**config.mk**
```make
export PLATFORM = sky130hd
export DESIGN_NAME = moving_average_ring_filter_core
export DESIGN_NICKNAME = d
export VERILOG_FILES = /design/src/rtl/core/mavg_pkg.sv /design/src/rtl/core/mavg_window.sv /design/src/rtl/core/mavg_div.sv /design/src/rtl/core/moving_average_ring_filter_core.sv
export VERILOG_INCLUDE_DIRS = /design/src /design/src/rtl/core
export SDC_FILE = /design/constraint.sdc
export NUM_CORES = 2
export LEC_CHECK = 0
export BUFFER_PORTS_ARGS = -buffer_cell sky130_fd_sc_hd__buf_2
export CAP_MARGIN = 30
export CORE_ASPECT_RATIO = 0.5
export CORE_MARGIN = 2
export CORE_UTILIZATION = 40
export DETAILED_ROUTE_END_ITERATION = 8
export SLEW_MARGIN = 20
export SYNTH_ARGS = -nofsm -noshare
export SYNTH_HDL_FRONTEND = slang
export SYNTH_SLANG_ARGS = --single-unit
```
**constraint.sdc**
```tcl
create_clock -name clk -period 11.5 [get_ports clk]
set_input_delay 1.15 -clock clk [delete_from_list [all_inputs] [get_ports clk]]
set_output_delay 1.15 -clock clk [all_outputs]
set_load 0.1 [all_outputs]
```
**src/rtl/core/moving_average_ring_filter_core_assert.svh**
```systemverilog
// Assertion macros shared by the moving average filter RTL.
// Needs nothing else; included by the modules that check their own logic.
`ifndef MOVING_AVERAGE_RING_FILTER_CORE_ASSERT_SVH
`define MOVING_AVERAGE_RING_FILTER_CORE_ASSERT_SVH

// Same-cycle implication, disabled while reset is asserted.
`define MAVG_ASSERT_NOW(label, clk, rst_n, ante, cons) \
  label: assert property (@(posedge clk) disable iff (!rst_n) (ante) |-> (cons)) \
    else $error("mavg: same-cycle check failed");

// Next-cycle implication, disabled while reset is asserted.
`define MAVG_ASSERT_NEXT(label, clk, rst_n, ante, cons) \
  label: assert property (@(posedge clk) disable iff (!rst_n) (ante) |=> (cons)) \
    else $error("mavg: next-cycle check failed");

`endif

```
**src/rtl/core/mavg_pkg.sv**
```systemverilog
// Shared types and fixed widths for the moving average filter.
// No dependencies; imported by every module of the block.
`default_nettype none

package mavg_pkg;

  localparam int SAMPLE_W  = 12;
  localparam int PREFILL_W = 3;

  // Pipeline control from the top level to the window and divider stages
  typedef struct packed {
    logic accept;   // input transfer this cycle, window state updates
    logic advance;  // window sum moves into the output register
  } mavg_ctl_t;

endpackage

`default_nettype wire

```
**src/rtl/core/mavg_window.sv**
```systemverilog
// Sample ring, running sum, write position and prefill tracking.
// Depends on mavg_pkg and the assertion macro header.
`default_nettype none
`include "moving_average_ring_filter_core_assert.svh"

module mavg_window import mavg_pkg::*; #(
  parameter int WINDOW        = 100,
  parameter int PREFILL_COUNT = 5,
  parameter int SUM_W         = 19
) (
  input  wire logic                clk,
  input  wire logic                rst_n,
  input  wire mavg_ctl_t           ctl,
  input  wire logic [SAMPLE_W-1:0] sample,
  output logic      [SUM_W-1:0]    sum
);

  localparam int AW    = $clog2(WINDOW);
  localparam int CNT_W = $clog2(WINDOW + 1);

  logic [SAMPLE_W-1:0]  mem [WINDOW];
  logic [SAMPLE_W-1:0]  rd_data_r;
  logic [SAMPLE_W-1:0]  base_r;
  logic [AW-1:0]        wp_r, wp_nxt, wp_inc, rd_addr;
  logic [PREFILL_W-1:0] prefill_r, prefill_nxt;
  logic [CNT_W-1:0]     fill_r, fill_nxt;
  logic [SUM_W-1:0]     sum_r, sum_nxt;
  logic [SAMPLE_W-1:0]  old_sample;
  logic                 prefill_act;

  assign prefill_act = (prefill_r != '0);
  assign wp_inc      = (wp_r == AW'(WINDOW - 1)) ? '0 : wp_r + AW'(1);

  // Entries not yet rewritten after prefill count as the last prefill sample
  assign old_sample = (fill_r == CNT_W'(WINDOW)) ? rd_data_r : base_r;

  always_comb begin
    wp_nxt      = wp_r;
    prefill_nxt = prefill_r;
    fill_nxt    = fill_r;
    sum_nxt     = sum_r;
    if (ctl.accept) begin
      wp_nxt = wp_inc;
      if (prefill_act) begin
        prefill_nxt = prefill_r - PREFILL_W'(1);
        sum_nxt     = SUM_W'(sample) * SUM_W'(WINDOW);
      end else begin
        sum_nxt = sum_r - SUM_W'(old_sample) + SUM_W'(sample);
        if (fill_r != CNT_W'(WINDOW)) begin
          fill_nxt = fill_r + CNT_W'(1);
        end
      end
    end
  end

  always_ff @(posedge clk) begin
    if (!rst_n) begin
      wp_r      <= '0;
      prefill_r <= PREFILL_W'(PREFILL_COUNT);
      fill_r    <= '0;
      sum_r     <= '0;
    end else begin
      wp_r      <= wp_nxt;
      prefill_r <= prefill_nxt;
      fill_r    <= fill_nxt;
      sum_r     <= sum_nxt;
    end
  end

  always_ff @(posedge clk) begin
    if (ctl.accept && prefill_act) begin
      base_r <= sample;
    end
  end

  // Prefetch the entry that the next transfer retires
  assign rd_addr = ctl.accept ? wp_inc : wp_r;

  always_ff @(posedge clk) begin
    if (ctl.accept) begin
      mem[wp_r] <= sample;
    end
    rd_data_r <= mem[rd_addr];
  end

  assign sum = sum_r;

  `MAVG_ASSERT_NOW(a_no_fill_in_prefill, clk, rst_n, prefill_r != '0, fill_r == '0)
  `MAVG_ASSERT_NOW(a_wp_in_range, clk, rst_n, 1'b1, wp_r <= AW'(WINDOW - 1))

endmodule

`default_nettype wire

```
**src/rtl/core/mavg_div.sv**
```systemverilog
// Division of the running sum by the window length, as a reciprocal multiply.
// Depends on mavg_pkg; holds the output payload register.
`default_nettype none

module mavg_div import mavg_pkg::*; #(
  parameter int WINDOW = 100,
  parameter int SUM_W  = 19
) (
  input  wire logic                clk,
  input  wire mavg_ctl_t           ctl,
  input  wire logic [SUM_W-1:0]    sum,
  output logic      [SAMPLE_W-1:0] mean
);

  // floor(n / W) == floor(n * ceil(2^SH / W) / 2^SH) for every n below 2^SUM_W
  localparam int          LOG_W     = $clog2(WINDOW);
  localparam int          SH        = SUM_W + LOG_W;
  localparam int          MW        = SUM_W + 1;
  localparam int          PROD_W    = SUM_W + MW;
  localparam logic [63:0] RECIP_ALL = ((64'd1 << SH) + 64'(WINDOW) - 64'd1) / 64'(WINDOW);
  localparam logic [MW-1:0] RECIP   = RECIP_ALL[MW-1:0];

  logic [PROD_W-1:0] prod_r;

  always_ff @(posedge clk) begin
    if (ctl.advance) begin
      prod_r <= PROD_W'(sum) * PROD_W'(RECIP);
    end
  end

  assign mean = prod_r[SH +: SAMPLE_W];

endmodule

`default_nettype wire

```
**src/rtl/core/moving_average_ring_filter_core.sv**
```systemverilog
// Boxcar moving average over 12-bit converter samples: handshake and pipeline control.
// Depends on mavg_pkg, mavg_window, mavg_div and the assertion macro header.
`default_nettype none
`include "moving_average_ring_filter_core_assert.svh"

// One sample is taken per clock while in_stall is low, and every sample
// yields one mean, the truncated average of the last WINDOW samples. A
// sample transferred at one edge updates the running sum at that edge. The
// reciprocal multiply then loads the output register when that register is
// free, and the result is offered from it. One result follows per cycle
// while out_stall is low.
// The window sum register and the output register each hold one item, so
// one new sample can be taken while a result waits. For the first
// PREFILL_COUNT samples after reset the output equals the input and those
// samples seed the whole window. The sample ring is a single-port-write
// memory that needs no clearing pass; the block is ready right after reset.
module moving_average_ring_filter_core import mavg_pkg::*; #(
  parameter int WINDOW        = 100,
  parameter int PREFILL_COUNT = 5
) (
  input  wire logic                clk,
  input  wire logic                rst_n,
  input  wire logic                in_valid,
  output logic                     in_stall,
  input  wire logic [SAMPLE_W-1:0] in_sample,
  output logic                     out_valid,
  input  wire logic                out_stall,
  output logic      [SAMPLE_W-1:0] out_mean
);

  localparam int SUM_W = $clog2(((1 << SAMPLE_W) - 1) * WINDOW + 1);

  mavg_ctl_t        ctl;
  logic             s1_valid_r, s1_valid_nxt;
  logic             out_valid_r, out_valid_nxt;
  logic             out_free;
  logic [SUM_W-1:0] sum;

  assign out_free    = !out_valid_r || !out_stall;
  assign ctl.advance = s1_valid_r && out_free;
  assign in_stall    = s1_valid_r && !out_free;
  assign ctl.accept  = in_valid && !in_stall;

  assign s1_valid_nxt  = ctl.accept || (s1_valid_r && !ctl.advance);
  assign out_valid_nxt = ctl.advance || (out_valid_r && out_stall);

  always_ff @(posedge clk) begin
    if (!rst_n) begin
      s1_valid_r  <= 1'b0;
      out_valid_r <= 1'b0;
    end else begin
      s1_valid_r  <= s1_valid_nxt;
      out_valid_r <= out_valid_nxt;
    end
  end

  mavg_window #(
    .WINDOW        (WINDOW),
    .PREFILL_COUNT (PREFILL_COUNT),
    .SUM_W         (SUM_W)
  ) u_window (
    .clk    (clk),
    .rst_n  (rst_n),
    .ctl    (ctl),
    .sample (in_sample),
    .sum    (sum)
  );

  mavg_div #(
    .WINDOW (WINDOW),
    .SUM_W  (SUM_W)
  ) u_div (
    .clk  (clk),
    .ctl  (ctl),
    .sum  (sum),
    .mean (out_mean)
  );

  assign out_valid = out_valid_r;

  `MAVG_ASSERT_NOW(a_no_stall_when_empty, clk, rst_n, !s1_valid_r, !in_stall)
  `MAVG_ASSERT_NOW(a_full_accept_moves, clk, rst_n, ctl.accept && s1_valid_r, ctl.advance)
  `MAVG_ASSERT_NEXT(a_advance_fills_out, clk, rst_n, ctl.advance, out_valid_r)

endmodule

`default_nettype wire

```
==> impl_metrics.yaml <==
setup_path:
  critPathTopFamily: "adder cells"
  startpoint: "u_window.sum[14]"
  r2r_end: "u_div.prod_r[37]"
  worstSetupStartpointType: "flop"
  reg2regPathDepth: 20
  cp_max_fo: 9
  worstPathRequired_ps: 11940
  timing.reg2reg.setup_slack_ps: 4860
  critPathCapture: "u_div.prod_r[37]"
  crit_path_frequent_cell: "fa_1"
  path_depth: 20
  critPathKind: "reg2reg"
  crit_arrival_ps: 7080
  critPathCaptureType: "flop"
  slowest_delay_ps: 600
  crit-reg2reg-launch: "u_window.sum[14]"
  crit_buf_inv: 4
  path_cells: "inv_1 -> ha_1 -> inv_1 -> fa_1 -> fa_1 -> fa_1 -> fa_1 -> inv_1 -> fa_1 -> inv_1 -> ha_1 -> a21oi_1 -> a21boi_0 -> o311ai_0 -> o211ai_1 -> a221o_1 -> a211oi_1 -> a21oi_1 -> a21oi_1 -> xnor2_1"
  slowest_stage: "dfxtp_1"
global_routing:
  antenna_found_initial: 5
  grt_overflow: 0
  groute.usage.overall_pct: 20.8
  grt_max_degree: 170
  grt_pass1_wl_um: 236000
  grt_pass1_vias: 36600
sta:
  post-route-min-period_ps: 6640
  drv_slew: 0
  finalCritPeriodShare_pct: 57.7
  slew_headroom_pct: 29.5
  rsz0062_at_grt: "no"
  finalHoldViolations: 0
  clock.fmax_mhz: 151
  worst_pin_slew_ps: 1030
  setup_tns_ps: 0
  finalSetupViolations: 0
  skew_ps: 69.6
routing:
  dr_wl_met3_um: 13100
  initialDrtViolationCount: 4265
  top_layer: "met4"
  vias: 37700
  via_per_inst: 5.50
  routed_wirelength_um: 158000
  ant_nets: 0
  met2WireLength_um: 72700
  wl_per_cell_um: 23.1
  route.layer.met1.wl_um: 69300
  drc_errors: 0
  dr.pass1.iters: 6
logic_synthesis:
  synth_seq_area_share_pct: 64.1
  syn_nets: 5141
  synth_ff_type: "edfxtp_1"
  synth_edf_count: 1224
  yosys_warnings: 0
  netlist_instances: 4757
  ys_ff_latch: 1274
  synth_area_um2: 58900
  synthArstFlopShare_pct: 0
  synth.distinct_cells: 69
  avgSynthCellArea_um2: 12.4
layout:
  seq_area_um2: 37800
  fill_cells: 13200
  multi_input_area_um2: 18800
  synthToLayoutAreaGrowth_pct: 11.1
  layout.nets: 5166
  drive_gt1_share_pct: 8.30
place:
  dpl.hpwl_um: 96200
  gp_congestion: 0.864
  port_buffers: 29
floorplanning:
  die_area_um2: 150000
  ioPinCount: 30
  rows: 99
  fp.dieH_um: 275
  start_util_pct: 40.3
  core_area_um2: 146000
  die_w_um: 547
clock_tree:
  path_clk_slew_ps: 70
  cts-resized-gates: 0
  cts_tree: "done"
  cts_max_path_buffers: 3
  cts_made_buffers: 114
  cts-htree-levels: 3
  post-cts-setup-buffer-count: 0
  cts-root-buf: "clkbuf_16"
  clock_latency_ps: 760
  clock_sinks: 1274
  cts_hold_buf: 0
power_and_ir_drop:
  vdd_drop_max_uv: 301
  leakagePower_nw: 24.1
  powerDensity_nw_per_um2: 190
  total_power_mw: 12.4
outcome:
  status: "finished, final reports clean"
hold_path:
  worst_hold_path_type: "reg2reg"
job:
  maxCapViolCount: 0
## Yosys cell counts, types with 14 or more instances
master,count,area (um^2)
nor3_1,14,70.1
nand2_1,1138,4270
buf_2,114,571
a21oi_1,104,521
clkbuf_1,105,394
nor2_1,130,488
a311oi_1,132,1160
ha_1,225,2820
dfxtp_1,50,1000
inv_1,330,1240
nor2b_1,14,87.6
a31oi_1,84,526
a21o_1,14,105
fa_1,143,2860
nand3_1,391,1960
edfxtp_1,1224,36800
nor4_1,21,131
buf_1,32,120
o21ai_0,63,315
xnor2_1,39,342
and3_1,123,769
a211oi_1,31,233
mux2i_1,41,410
## per-layer routing
metal | vias to the layer above | track usage (%)
met5 | - | 0
met4 | 0 | 4.72
met3 | 191 | 3.95
met2 | 1416 | 33.2
met1 | 19000 | 29.5
li1 | 17100 | -
## sequential cells by signal (all words and copies together), names as in the netlist
signal              count
u_window.mem         1200
u_window.sum           19
u_div.prod_r           12
u_window.base_r        12
u_window.rd_data_r     12
u_window.fill_r         7
u_window.wp_r           7
u_window.prefill_r      3
out_valid               1
s1_valid_r              1
## worst min-delay path by stage
stage          slack, ps               endpoint  depth (start not counted)             startpoint
6_report             510  u_window.prefill_r[0]                          2  u_window.prefill_r[0]
5_1_grt              540     u_window.fill_r[6]                          2     u_window.fill_r[6]
4_1_cts              510     u_window.fill_r[6]                          2     u_window.fill_r[6]
3_5_place_dp         500  u_window.prefill_r[0]                          2  u_window.prefill_r[0]
3_3_place_gp         480     u_window.fill_r[6]                          2     u_window.fill_r[6]
2_1_floorplan        460     u_window.fill_r[6]                          2     u_window.fill_r[6]
## tightest hold or removal path: cells and delay by family (launching register included)
family,cells,cell delay (ps)
AND/OR/NAND/NOR,1,60
flip-flops,1,350
XOR/XNOR,1,80
## kinds of logic (layout without fill, tap and decap cells)
logic type / count (synthesis) / in the layout / synth area share (%)
simple gates: 1882 / 1882 / 13.8
flops: 1274 / 1274 / 64.1
other cells: 0 / 2 / 0
xor+xnor: 50 / 50 / 0.744
fa+ha+maj: 368 / 368 / 9.64
mux: 63 / 63 / 1.28
compound gates: 523 / 523 / 6.20
buf+inv: 597 / 717 / 4.17
## where the power goes
| part | total [mW] | leakage [nW] | switching (mW) | internal [mW] |
|---|---|---|---|---|
| clock | 3.80 | 1.80 | 1.75 | 2.06 |
| combinational | 3.41 | 10.9 | 2.10 | 1.30 |
| sequential | 5.22 | 11.4 | 0.0410 | 5.18 |
## cell type report
cell class,instances,area share (%)
sequential,1274,57.7
clock inverter,80,1.09
timing repair buffer,175,2.16
clock buffer,131,4.53
antenna,2,0.00765
tap,1969,3.77
multi-input combinational,2886,28.8
inverter,331,1.90
## cells in the final DEF (no fill, tap or decap), drive strengths merged, types with 9 or more instances in the layout
cell,instances
a211oi,31
a21boi,9
a21o,14
a21oi,104
a311oi,132
a31oi,84
a32oi,12
and2,13
and3,123
buf,173
bufinv,9
clkbuf,133
clkinv,63
dfxtp,50
edfxtp,1224
fa,143
ha,225
inv,337
mux2,14
mux2i,41
nand2,1139
nand3,392
nor2,131
nor2b,14
nor3,14
nor4,21
o211ai,14
o21ai,63
or4,12
xnor2,39
xor2,11
## stage by stage
| stage | hold slack, ps | utilization (%) | worst slack, ps | cells | cell area [um^2] |
|---|---|---|---|---|---|
| 3_3_place_gp | 481 | 42.1 | 4840 | 6609 | 61400 |
| 4_1_cts | 515 | 44.8 | 4760 | 6842 | 65300 |
| 6_report | 508 | 44.8 | 4860 | 6848 | 65400 |
| 5_1_grt | 538 | 44.8 | 4450 | 6847 | 65400 |
| 3_5_place_dp | 495 | 42.3 | 4780 | 6631 | 61700 |
| 2_1_floorplan | 464 | - | 5670 | 4757 | 58900 |
Power figures use the tool's default switching activity.
